<file path="src/design/lzss_stream_encoder_unit_macros.svh">
// assertion helpers for the encoder unit
`ifndef LZSS_STREAM_ENCODER_UNIT_MACROS_SVH
`define LZSS_STREAM_ENCODER_UNIT_MACROS_SVH

// same-cycle implication
`define LZSS_ASSERT_IMP(lbl, ante, cons) \
   lbl: assert property (@(posedge clock) disable iff (reset) (ante) |-> (cons)) \
      else $error("lzss encoder check failed");

// next-cycle implication
`define LZSS_ASSERT_NXT(lbl, ante, cons) \
   lbl: assert property (@(posedge clock) disable iff (reset) (ante) |=> (cons)) \
      else $error("lzss encoder check failed");

`endif

</file>
<file path="src/design/lzss_pkg.sv">
package lzss_pkg;

   localparam int WINDOW_BITS = 6;
   localparam int LENGTH_BITS = 5;
   localparam int RING_SIZE   = 1 << WINDOW_BITS;
   localparam int LOOK_FULL   = (1 << LENGTH_BITS) + 1;
   localparam int LA          = (LOOK_FULL < RING_SIZE) ? LOOK_FULL : RING_SIZE;
   localparam int HIST        = RING_SIZE - LA;
   localparam int POS_W       = WINDOW_BITS;
   localparam int CNT_W       = $clog2(LA + 1);
   localparam int HIDX_W      = (HIST > 1) ? $clog2(HIST) : 1;
   localparam int MATCH_LEN_W = 1 + WINDOW_BITS + LENGTH_BITS;
   localparam int CODE_W      = (MATCH_LEN_W > 9) ? MATCH_LEN_W : 9;
   localparam int CLEN_W      = $clog2(CODE_W + 1);
   localparam int PK_W        = CODE_W + 8;
   localparam int NB_W        = $clog2(PK_W + 1);
   localparam logic [7:0] SPACE_CHAR = 8'h20;

   typedef struct packed {
      logic clear;
      logic load;
      logic step;
      logic shift;
   } cell_ctl_type;

   typedef struct packed {
      logic clear;
      logic load;
      logic emit;
   } pack_ctl_type;

endpackage

</file>
<file path="src/design/lzss_if.sv">
interface lzss_req_if;
   logic       valid;
   logic       ready;
   logic [7:0] data_byte;
   logic       last_byte;
   modport source (output valid, data_byte, last_byte, input ready);
   modport sink (input valid, data_byte, last_byte, output ready);
endinterface

interface lzss_rsp_if;
   logic       valid;
   logic       ready;
   logic [7:0] out_byte;
   logic       out_last;
   modport source (output valid, out_byte, out_last, input ready);
   modport sink (input valid, out_byte, out_last, output ready);
endinterface

</file>
<file path="src/design/lzss_cell.sv">
module lzss_cell (
   input  logic                  clock,
   input  logic                  reset,
   input  lzss_pkg::cell_ctl_type ctl,
   input  logic [7:0]            reset_byte,
   input  logic                  wr_en,
   input  logic [7:0]            wr_data,
   input  logic [7:0]            main_next,
   input  logic [7:0]            probe_next,
   input  logic [7:0]            key,
   output logic [7:0]            main_q,
   output logic [7:0]            probe_q,
   output logic                  hit
);

   logic [7:0] main_ff;
   logic [7:0] probe_ff;
   logic       alive_ff;

   assign hit     = alive_ff && (probe_ff == key);
   assign main_q  = main_ff;
   assign probe_q = probe_ff;

   always_ff @(posedge clock) begin
      if (reset || ctl.clear) begin
         main_ff <= reset_byte;
      end else if (wr_en) begin
         main_ff <= wr_data;
      end else if (ctl.shift) begin
         main_ff <= main_next;
      end
   end

   always_ff @(posedge clock) begin
      if (ctl.load) begin
         probe_ff <= main_ff;
      end else if (ctl.step) begin
         probe_ff <= probe_next;
      end
   end

   always_ff @(posedge clock) begin
      if (reset) begin
         alive_ff <= 1'b0;
      end else if (ctl.load) begin
         alive_ff <= 1'b1;
      end else if (ctl.step) begin
         alive_ff <= hit;
      end
   end

endmodule

</file>
<file path="src/design/lzss_pack.sv">
module lzss_pack (
   input  logic                         clock,
   input  logic                         reset,
   input  lzss_pkg::pack_ctl_type       ctl,
   input  logic [lzss_pkg::CODE_W-1:0]  code,
   input  logic [lzss_pkg::CLEN_W-1:0]  code_len,
   output logic [7:0]                   top_byte,
   output logic [lzss_pkg::NB_W-1:0]    nbits
);

   logic [lzss_pkg::PK_W-1:0] pk_ff, pk_in;
   logic [lzss_pkg::NB_W-1:0] n_ff, n_in;

   assign top_byte = pk_ff[lzss_pkg::PK_W-1 -: 8];
   assign nbits    = n_ff;

   always_comb begin
      pk_in = pk_ff;
      n_in  = n_ff;
      if (ctl.clear) begin
         pk_in = '0;
         n_in  = '0;
      end else if (ctl.load) begin
         pk_in = pk_ff | ({code, 8'h00} >> n_ff);
         n_in  = n_ff + lzss_pkg::NB_W'(code_len);
      end else if (ctl.emit) begin
         pk_in = pk_ff << 8;
         n_in  = (n_ff > lzss_pkg::NB_W'(8)) ? n_ff - lzss_pkg::NB_W'(8) : '0;
      end
   end

   always_ff @(posedge clock) begin
      if (reset) begin
         pk_ff <= '0;
         n_ff  <= '0;
      end else begin
         pk_ff <= pk_in;
         n_ff  <= n_in;
      end
   end

endmodule

</file>
<file path="src/design/lzss_stream_encoder_unit.sv">
// lzss stream encoder
// req_ch carries one input word per accepted byte (data_byte, last_byte);
// rsp_ch carries packed code bytes, first code bit in bit 7, out_last on
// the final byte of a compressed stream.
// bytes are stored in a rotating row of 64 cells (31 history, 33 lookahead).
// a byte that is not last and does not fill the lookahead leaves the block idle.
// a code passes a load state, a match state that tests one more byte per step
// until a miss or the end of the lookahead (up to 33 bytes), a pack state, an
// emit state that sends each output byte (1 or 2, up to 3 for the final code)
// and waits on a full output register, and a shift state per consumed byte (1 to 33).
// a last byte codes every pending byte the same way, flushes a zero-padded
// partial byte and then returns the block to its reset state.
// results sit in an output register; while the receiver stalls, the code
// engine waits on that register and req_ch.ready stays low until the engine
// is back in its idle state.
// reset (synchronous, active high) presets history to spaces, empties the
// lookahead and the bit packer and drops rsp_ch.valid.
`include "lzss_stream_encoder_unit_macros.svh"

module lzss_stream_encoder_unit (
   input  logic       clock,
   input  logic       reset,
   lzss_req_if.sink   req_ch,
   lzss_rsp_if.source rsp_ch
);

   localparam logic [2:0] ST_IDLE  = 3'd0;
   localparam logic [2:0] ST_LOAD  = 3'd1;
   localparam logic [2:0] ST_MATCH = 3'd2;
   localparam logic [2:0] ST_PACK  = 3'd3;
   localparam logic [2:0] ST_EMIT  = 3'd4;
   localparam logic [2:0] ST_SHIFT = 3'd5;

   localparam int RS = lzss_pkg::RING_SIZE;
   localparam int HI = lzss_pkg::HIST;
   localparam int CW = lzss_pkg::CNT_W;

   logic [2:0]                      state_ff, state_in;
   logic [CW-1:0]                   count_ff, count_in;
   logic [lzss_pkg::POS_W-1:0]      code_pos_ff, code_pos_in;
   logic                            eos_ff, eos_in;
   logic [CW-1:0]                   step_ff, step_in;
   logic [CW-1:0]                   best_len_ff, best_len_in;
   logic [lzss_pkg::HIDX_W-1:0]     best_idx_ff, best_idx_in;
   logic [CW-1:0]                   shift_cnt_ff, shift_cnt_in;
   logic                            rsp_valid_ff, rsp_valid_in;
   logic [7:0]                      rsp_byte_ff, rsp_byte_in;
   logic                            rsp_last_ff, rsp_last_in;

   lzss_pkg::cell_ctl_type          cell_ctl;
   lzss_pkg::pack_ctl_type          pack_ctl;
   logic [7:0]                      main_q  [RS];
   logic [7:0]                      probe_q [RS];
   logic [RS-1:0]                   hit;
   logic [RS-1:0]                   wr_en;
   logic [lzss_pkg::POS_W-1:0]      wr_idx;
   logic                            accept;
   logic                            any_hit;
   logic [lzss_pkg::HIDX_W-1:0]     hi_idx;
   logic [lzss_pkg::CODE_W-1:0]     code;
   logic [lzss_pkg::CLEN_W-1:0]     code_len;
   logic [7:0]                      top_byte;
   logic [lzss_pkg::NB_W-1:0]       nbits;
   logic                            literal;
   logic                            final_code;
   logic                            out_free;
   logic [lzss_pkg::POS_W-1:0]      match_pos;
   logic [CW-1:0]                   len_m2;

   assign req_ch.ready    = (state_ff == ST_IDLE);
   assign accept          = req_ch.valid && req_ch.ready;
   assign rsp_ch.valid    = rsp_valid_ff;
   assign rsp_ch.out_byte = rsp_byte_ff;
   assign rsp_ch.out_last = rsp_last_ff;

   assign wr_idx = lzss_pkg::POS_W'(HI) + count_ff[lzss_pkg::POS_W-1:0];
   always_comb begin
      wr_en = '0;
      wr_en[wr_idx] = accept;
   end

   for (genvar k = 0; k < RS; k++) begin : g_cell
      localparam int NXT = (k + 1) % RS;
      lzss_cell u_cell (
         .clock      (clock),
         .reset      (reset),
         .ctl        (cell_ctl),
         .reset_byte ((k < HI) ? lzss_pkg::SPACE_CHAR : 8'h00),
         .wr_en      (wr_en[k]),
         .wr_data    (req_ch.data_byte),
         .main_next  (main_q[NXT]),
         .probe_next (probe_q[NXT]),
         .key        (probe_q[HI]),
         .main_q     (main_q[k]),
         .probe_q    (probe_q[k]),
         .hit        (hit[k])
      );
   end

   // nearest surviving candidate has the highest cell index
   always_comb begin
      any_hit = 1'b0;
      hi_idx  = '0;
      for (int i = 0; i < HI; i++) begin
         if (hit[i]) begin
            any_hit = 1'b1;
            hi_idx  = lzss_pkg::HIDX_W'(i);
         end
      end
   end

   assign literal    = (best_len_ff < CW'(2));
   assign match_pos  = code_pos_ff + lzss_pkg::POS_W'(best_idx_ff) - lzss_pkg::POS_W'(HI);
   assign len_m2     = best_len_ff - CW'(2);
   assign final_code = eos_ff && (count_ff == '0);
   assign out_free   = !rsp_valid_ff || rsp_ch.ready;

   always_comb begin
      if (literal) begin
         code     = lzss_pkg::CODE_W'({1'b1, main_q[HI]}) << (lzss_pkg::CODE_W - 9);
         code_len = lzss_pkg::CLEN_W'(9);
      end else begin
         code     = lzss_pkg::CODE_W'({1'b0, match_pos, len_m2[lzss_pkg::LENGTH_BITS-1:0]})
                    << (lzss_pkg::CODE_W - lzss_pkg::MATCH_LEN_W);
         code_len = lzss_pkg::CLEN_W'(lzss_pkg::MATCH_LEN_W);
      end
   end

   lzss_pack u_pack (
      .clock    (clock),
      .reset    (reset),
      .ctl      (pack_ctl),
      .code     (code),
      .code_len (code_len),
      .top_byte (top_byte),
      .nbits    (nbits)
   );

   always_comb begin
      state_in     = state_ff;
      count_in     = count_ff;
      code_pos_in  = code_pos_ff;
      eos_in       = eos_ff;
      step_in      = step_ff;
      best_len_in  = best_len_ff;
      best_idx_in  = best_idx_ff;
      shift_cnt_in = shift_cnt_ff;
      rsp_valid_in = rsp_valid_ff && !rsp_ch.ready;
      rsp_byte_in  = rsp_byte_ff;
      rsp_last_in  = rsp_last_ff;
      cell_ctl     = '0;
      pack_ctl     = '0;
      unique case (state_ff)
         ST_IDLE: begin
            if (accept) begin
               count_in = count_ff + CW'(1);
               if (req_ch.last_byte) begin
                  eos_in   = 1'b1;
                  state_in = ST_LOAD;
               end else if (count_ff + CW'(1) == CW'(lzss_pkg::LA)) begin
                  state_in = ST_LOAD;
               end
            end
         end
         ST_LOAD: begin
            cell_ctl.load = 1'b1;
            step_in       = '0;
            best_len_in   = CW'(1);
            best_idx_in   = '0;
            state_in      = ST_MATCH;
         end
         ST_MATCH: begin
            cell_ctl.step = 1'b1;
            if (any_hit) begin
               best_len_in = step_ff + CW'(1);
               best_idx_in = hi_idx;
            end
            if (!any_hit || (step_ff + CW'(1) == count_ff)) begin
               state_in = ST_PACK;
            end else begin
               step_in = step_ff + CW'(1);
            end
         end
         ST_PACK: begin
            pack_ctl.load = 1'b1;
            count_in      = count_ff - best_len_ff;
            shift_cnt_in  = best_len_ff;
            state_in      = ST_EMIT;
         end
         ST_EMIT: begin
            if ((nbits >= lzss_pkg::NB_W'(8)) || (final_code && (nbits != '0))) begin
               if (out_free) begin
                  pack_ctl.emit = 1'b1;
                  rsp_valid_in  = 1'b1;
                  rsp_byte_in   = top_byte;
                  rsp_last_in   = final_code && (nbits <= lzss_pkg::NB_W'(8));
               end
            end else begin
               state_in = ST_SHIFT;
            end
         end
         ST_SHIFT: begin
            cell_ctl.shift = 1'b1;
            code_pos_in    = code_pos_ff + lzss_pkg::POS_W'(1);
            shift_cnt_in   = shift_cnt_ff - CW'(1);
            if (shift_cnt_ff == CW'(1)) begin
               if (final_code) begin
                  cell_ctl.clear = 1'b1;
                  pack_ctl.clear = 1'b1;
                  code_pos_in    = lzss_pkg::POS_W'(HI);
                  eos_in         = 1'b0;
                  state_in       = ST_IDLE;
               end else if (eos_ff) begin
                  state_in = ST_LOAD;
               end else begin
                  state_in = ST_IDLE;
               end
            end
         end
         default: begin
            state_in = ST_IDLE;
         end
      endcase
   end

   always_ff @(posedge clock) begin
      if (reset) begin
         state_ff     <= ST_IDLE;
         count_ff     <= '0;
         code_pos_ff  <= lzss_pkg::POS_W'(HI);
         eos_ff       <= 1'b0;
         step_ff      <= '0;
         best_len_ff  <= CW'(1);
         best_idx_ff  <= '0;
         shift_cnt_ff <= '0;
         rsp_valid_ff <= 1'b0;
      end else begin
         state_ff     <= state_in;
         count_ff     <= count_in;
         code_pos_ff  <= code_pos_in;
         eos_ff       <= eos_in;
         step_ff      <= step_in;
         best_len_ff  <= best_len_in;
         best_idx_ff  <= best_idx_in;
         shift_cnt_ff <= shift_cnt_in;
         rsp_valid_ff <= rsp_valid_in;
      end
   end

   always_ff @(posedge clock) begin
      rsp_byte_ff <= rsp_byte_in;
      rsp_last_ff <= rsp_last_in;
   end

   `LZSS_ASSERT_IMP(a_count_range, 1'b1, count_ff <= CW'(lzss_pkg::LA))
   `LZSS_ASSERT_IMP(a_match_bound, state_ff == ST_MATCH, step_ff < count_ff)
   `LZSS_ASSERT_NXT(a_stream_end,
      (state_ff == ST_SHIFT) && (shift_cnt_ff == CW'(1)) && final_code,
      (state_ff == ST_IDLE) && (count_ff == '0) && !eos_ff)

endmodule
</file>
<file path="src/flat_wrapper.sv">
// flat-port wrapper written by rule: the top's interface ports become plain ports
module lzss_stream_encoder_unit_flat 
  (clock, reset, req_ch_valid, req_ch_data_byte, req_ch_last_byte, req_ch_ready, rsp_ch_valid, rsp_ch_out_byte, rsp_ch_out_last, rsp_ch_ready);
  lzss_req_if req_ch_i ();
  lzss_rsp_if rsp_ch_i ();
  input  logic clock;
  input  logic reset;
  input wire logic [$bits(req_ch_i.valid)-1:0] req_ch_valid;
  input wire logic [$bits(req_ch_i.data_byte)-1:0] req_ch_data_byte;
  input wire logic [$bits(req_ch_i.last_byte)-1:0] req_ch_last_byte;
  output wire logic [$bits(req_ch_i.ready)-1:0] req_ch_ready;
  output wire logic [$bits(rsp_ch_i.valid)-1:0] rsp_ch_valid;
  output wire logic [$bits(rsp_ch_i.out_byte)-1:0] rsp_ch_out_byte;
  output wire logic [$bits(rsp_ch_i.out_last)-1:0] rsp_ch_out_last;
  input wire logic [$bits(rsp_ch_i.ready)-1:0] rsp_ch_ready;
  assign req_ch_i.valid = req_ch_valid;
  assign req_ch_i.data_byte = req_ch_data_byte;
  assign req_ch_i.last_byte = req_ch_last_byte;
  assign req_ch_ready = req_ch_i.ready;
  assign rsp_ch_valid = rsp_ch_i.valid;
  assign rsp_ch_out_byte = rsp_ch_i.out_byte;
  assign rsp_ch_out_last = rsp_ch_i.out_last;
  assign rsp_ch_i.ready = rsp_ch_ready;
  lzss_stream_encoder_unit u_core (.clock(clock), .reset(reset), .req_ch(req_ch_i), .rsp_ch(rsp_ch_i));
endmodule
</file>
<file path="config.mk">
export PLATFORM = sky130hd
export DESIGN_NAME = lzss_stream_encoder_unit_flat
export DESIGN_NICKNAME = d
export VERILOG_FILES = /design/src/design/lzss_pkg.sv /design/src/design/lzss_if.sv /design/src/design/lzss_cell.sv /design/src/design/lzss_pack.sv /design/src/design/lzss_stream_encoder_unit.sv /design/src/flat_wrapper.sv
export VERILOG_INCLUDE_DIRS = /design/src /design/src/design
export SDC_FILE = /design/constraint.sdc
export NUM_CORES = 2
export LEC_CHECK = 0
export BUFFER_PORTS_ARGS = -buffer_cell sky130_fd_sc_hd__buf_4
export CAP_MARGIN = 20
export CELL_PAD_IN_SITES_DETAIL_PLACEMENT = 1
export CELL_PAD_IN_SITES_GLOBAL_PLACEMENT = 1
export CORE_MARGIN = 5
export CORE_UTILIZATION = 51
export CTS_CLUSTER_SIZE = 10
export DETAILED_ROUTE_END_ITERATION = 6
export PLACE_DENSITY_LB_ADDON = 0.15
export RECOVER_POWER = 25
export SYNTH_ARGS = -nofsm -noshare
export SYNTH_HDL_FRONTEND = slang
export SYNTH_HIERARCHICAL = 1
export SYNTH_SLANG_ARGS = --single-unit
</file>
<file path="constraint.sdc">
create_clock -name clock -period 8.5 [get_ports clock]
set_input_delay 0.425 -clock clock [delete_from_list [all_inputs] [get_ports clock]]
set_output_delay 0.425 -clock clock [all_outputs]
set_load 0.01 [all_outputs]
</file>
* After elaboration in Yosys (flattened, before gate mapping)
Cells that the tools add are included.
Word-level totals: register bits after elaboration 1129, logic and storage cells 790
Operators by class: $add $sub $neg 11, order comparisons 6, eq/ne operators 48, shift-type cells 1, muxes and demuxes 426, bitwise operators 2, reduce and logical (&&, ||, !) cells 124
Operators with widths (count):
- 2-to-1 mux 8 bit | 256
- == test 8 bit | 31
- nonzero test 2 bit | 70
- 2-to-1 mux 1 bit | 113
- 2-to-1 mux 5 bit | 19
- AND 64 bit | 1
- case mux 6 bit (2 select lines) | 4
- 2-to-1 mux 20 bit | 2
- logical AND 1 bit | 37
- 2-to-1 mux 3 bit | 12
- 2-to-1 mux 4 bit | 8
- 2-to-1 mux 6 bit | 5
- bitwise OR 20 bit | 1
- >> shifter 20 x 5 -> 20 bit | 1
- adder 6 x 1 -> 6 bit, second input constant | 3
- case mux 3 bit (6 select lines) | 1
- 2-to-1 mux 12 bit | 1
- case mux 5 bit (2 select lines) | 1
- AND reduction 5 bit | 2
- inequality test 2 x 1 -> 1 bit, second input constant | 4
- inequality test 2 bit, second input constant | 4
- < comparator 6 x 7 -> 1 bit, second input constant | 1
- adder 5 x 6 -> 6 bit, first input constant | 1
- adder 6 x 5 -> 6 bit | 1
- 29 further kinds | 39

* Logic depth before layout (Yosys ltp)
depth after elaboration 37, depth in mapped cells 16

* By module
The synthesis kept the hierarchy.
Modules (own cells, without submodules):
- lzss_cell | times used 64, cells an instance 74, area an instance 937.1 sq um, seq. area each 500.5 sq um
- lzss_stream_encoder_unit | times used 1, cells an instance 509, area an instance 3756.1 sq um, seq. area each 1071.0 sq um
- lzss_pack | times used 1, cells an instance 236, area an instance 1958.1 sq um, seq. area each 500.5 sq um

* Worst setup path before layout
OpenSTA, ideal clock, no wires.
kind reg-to-reg, from register u_core.g_cell[31].u_cell.probe_ff[4], to register u_core.step_ff[5], setup time 88 ps, arrival 6168 ps, required time 8412 ps, setup slack 2244 ps, stages on the path, launching flop included 11, period minus slack after synthesis 6256 ps, cell sequence edfxtp_1 xnor2_2 nand4_1 nor4_1 nor4_4 nand4_2 o41ai_4 and2_1 buf_6 a21oi_1 a311oi_2
RTL lines:
- from (decl) | RTL line lzss_cell.sv:17 | logic [7:0] probe_ff;
- from (signal assigned) | RTL line lzss_cell.sv:36 | probe_ff <= main_ff;
- from (signal assigned) | RTL line lzss_cell.sv:38 | probe_ff <= probe_next;
- == test 8 bit | RTL line lzss_cell.sv:20 | assign hit = alive_ff && (probe_ff == key);
- logical AND 1 bit | RTL line lzss_cell.sv:20
- net u_core.hit[24] | RTL line lzss_stream_encoder_unit.sv:54 | logic [RS-1:0] hit;
- 2-to-1 mux 1 bit (7 in a row) | RTL line lzss_stream_encoder_unit.sv:105 | if (hit[i]) begin
- logical NOT 1 bit | RTL line lzss_stream_encoder_unit.sv:178 | if (!any_hit || (step_ff + CW'(1) == count_ff)) begin
- logical OR 1 bit | RTL line lzss_stream_encoder_unit.sv:178
- inequality test 2 bit (no line)
- AND reduction 2 bit (no line)
- to (signal assigned) | RTL line lzss_stream_encoder_unit.sv:242 | step_ff <= step_in;
- to (decl) | RTL line lzss_stream_encoder_unit.sv:42 | logic [CW-1:0] step_ff, step_in;
The timed path passes the listed nets, and every way through them passes these cells. A chain may end at the register's enable or synchronous reset.

* Worst setup path after layout
from register u_core.state_ff[2], to register u_core/code_pos_ff[5] (netlist name)
Between the ends: longest elaborated chain between the ends 1
Ends and longest elaborated chain:
- from (decl) | RTL line lzss_stream_encoder_unit.sv:38 | logic [2:0] state_ff, state_in;
- from (signal assigned) | RTL line lzss_stream_encoder_unit.sv:238 | state_ff <= state_in;
- == test 3 bit | RTL line lzss_stream_encoder_unit.sv:153 | unique case (state_ff)
- to (signal assigned) | RTL line lzss_stream_encoder_unit.sv:230 | code_pos_ff <= lzss_pkg::POS_W'(HI);
- to (signal assigned) | RTL line lzss_stream_encoder_unit.sv:240 | code_pos_ff <= code_pos_in;
- to (decl) | RTL line lzss_stream_encoder_unit.sv:40 | logic [lzss_pkg::POS_W-1:0] code_pos_ff, code_pos_in;
No other way between the ends.

==> results.md <==
* CP cell instances: nor2b_1, nand2_1, clkinv_2, clkbuf_1, nand4_1, or2_2, xor2_1, nor3_1
* Largest net degree at the start of global routing at 194
* Met3 track utilization from global routing at 0.0346
* Routed Antenna Nets at 0
* Skew-Pair Late Insertion Delay at 0.74 ns
* Commonest non-fill, non-tap cells in the layout: 1033 x edfxtp_1, 568 x nand2_1, 531 x mux2i_1, 515 x conb_1, 512 x o21ai_1
* GPL Wtd Cong at 0.845
* Grt met2 use at 0.461
* Unrepaired setup endpoints after global routing: false
* CP delay by family, top: buffers and inverters
* Crit path launch type: flop
* Sw Share at 0.280
* Worst-path fanout max at 56
* VDD IR-drop max at 0.240 mV
* Final worst path period share at 0.743
* First-pass DRT Iterations at 7
* Maxcap violations at 6
* Min Tclk post-route at 6.32 ns
* Number of global-route vias before repair at 41400
* Most Used Layer, Global Route: met2
* Clock tree root buffer cell: clkbuf_16
* Max incr delay on CP at 3.32 ns
* Status: finished, violations left
* Comb pwr share at 0.193
* Clock Path Buffers at 3
* Mean Syn Cell Area at 12.4 sq um
* Final core utilization at 0.564
* CTS tree: built
* Reg clk slew, reported paths at 0.06 ns
* Cell Rows at 126
* Net count, final at 5318
* P_leak at 0.0227 uW
* Post-Synthesis Cell Area at 0.0602 sq mm
* Slew HR at -2.16
* Gr ovfl total at 0
* Total power at 16400 uW
* Iteration-0 DRC Markers at 3152
* Vias per inst at 5.73
* Drc violations at 0
* Synth Warn # at 6
* Die W at 354 um
* Fmax at 158 MHz
* Fin. Hold Viols at 0
* Core footprint at 0.118 sq mm
* Post-DP HPWL at 110000 um
* WP buf/inv at 2
* Cells after Synth at 4854
* Layout cells sized above 1 at 0.160
* Final number of max-transition violations at 575
* Initial Util at 0.512
* Switching power total at 4580 uW
* Post-CTS sizing at 0
* Worst Path Required at 9.08 ns
* Failing checks: capacitance limit, slew limit
* Clock sink count at 1129
* H-Tree Depth at 4
* Height of the die at 354 um
* PortBufs at 23
* Final setup violation count at 0
* Commonest non-fill, non-tap cell in the layout: edfxtp_1
* Worst setup EP type: flop
* Post-Place Worst Slack at 4.23 ns
* Flop pwr share at 0.469
* CP arrival at 6.90 ns
* # IOs at 24
* Hold Path Class: in2reg
* Slowest cell on the critical path: clkbuf_1
* Avg WL per Cell at 24.7 um
* Area Overhead vs Synth at 10.2%
* # diodes at 0
* Met1 Resource Use GR at 0.356
* Pwr/cell area at 246 mW/mm^2
* First-pass GRT wire length at 256000 um
* Clk pwr share at 0.338
* Area of the die at 0.125 sq mm
* Antenna violations before repair at 4
* Final wirelength at 171000 um
* Via count at 39500
* Crit Path Class: reg2reg
* Setup tns final at 0 ns
* Tightest Pin Transition at 4.73 ns
* Post-Route Skew at 0.0184 ns
* CTS buffer count at 138
* Total GRT Usage at 0.267
* P_int at 11800 uW
* Worst setup slack after layout at 2.18 ns
-- final cells by class --
| class | count | area (sq um) |
|---|---|---|
| well taps | 1536 | 1920 |
| repair buffers | 73 | 483 |
| flip-flops and latches | 1129 | 32900 |
| inverters | 101 | 389 |
| clock buffers | 204 | 3910 |
| fillers | 12000 | 51400 |
| multi-input cells | 3838 | 26500 |
| clock inverters | 20 | 228 |
-- registers in the layout, summed over array words and instances, names as in the netlist --
register,count
u_core/g_cell.u_cell/main_q,512
u_core/g_cell.u_cell/probe_q,512
u_core/g_cell.u_cell/alive_ff,31
u_core/u_pack/pk_ff,20
u_core/rsp_ch.out_byte,8
u_core/best_len_ff,6
u_core/code_pos_ff,6
u_core/count_ff,6
u_core/shift_cnt_ff,6
u_core/step_ff,6
u_core/best_idx_ff,5
u_core/u_pack/nbits,5
u_core/state_ff,3
u_core/eos_ff,1
u_core/rsp_ch.out_last,1
u_core/rsp_ch.valid,1
-- tightest hold or removal path, stage by stage --
cell,delay [ns]
buf_4,0.14
inv_1,0.05
a221oi_1,0.08
nand4_1,0.10
o32ai_1,0.07
-- final timing paths --
| check | start | endpoint | slack (ns) | cells after the start |
|---|---|---|---|---|
| setup / recovery | u_core/state_ff[2]$_SDFFE_PP0P_ | u_core/code_pos_ff[5]$_SDFFE_PP0P_ | 2.18 | 8 |
| hold / removal | req_ch_valid | u_core/state_ff[0]$_SDFFE_PP0P_ | 0.18 | 5 |
| setup reg to reg | u_core/state_ff[2]$_SDFFE_PP0P_ | u_core/code_pos_ff[5]$_SDFFE_PP0P_ | 2.18 | 8 |
| hold reg to reg | u_core/u_pack/pk_ff[13]$_SDFFE_PP0P_ | u_core/rsp_ch.out_byte[1]$_DFFE_PP_ | 0.44 | 0 |
-- routing by layer --
metal	up-vias	wire, um
li1	18200	-
met1	20000	74500
met2	995	83900
met3	282	8140
met4	0	4210
met5	-	0
-- power groups by stage --
stage / combinational (uW) / sequential [uW] / clock, uW
2_1_floorplan: 2270 / 7600 / 0
3_3_place_gp: 2930 / 7750 / 0
3_5_place_dp: 3030 / 7770 / 0
4_1_cts: 3070 / 7680 / 5650
5_1_grt: 3390 / 7730 / 5900
6_report: 3150 / 7680 / 5530
-- metrics by stage --
stage | cells | hold slack (ns) | instance area, sq um
finish | 6901 | 0.179 | 66400
global route | 6901 | 0.169 | 66400
global placement | 6673 | 0.417 | 62300
floorplan | 5367 | 0.443 | 62200
detailed placement | 6675 | 0.415 | 62400
CTS | 6901 | 0.124 | 66500
-- what timing repair did --
item	in CTS	in global routing
buffers inserted	0	0
endpoints found under the hold margin	2	0
hold buffers	2	0
setup endpoints to repair	0	0
(Power assumes the default switching activity.)
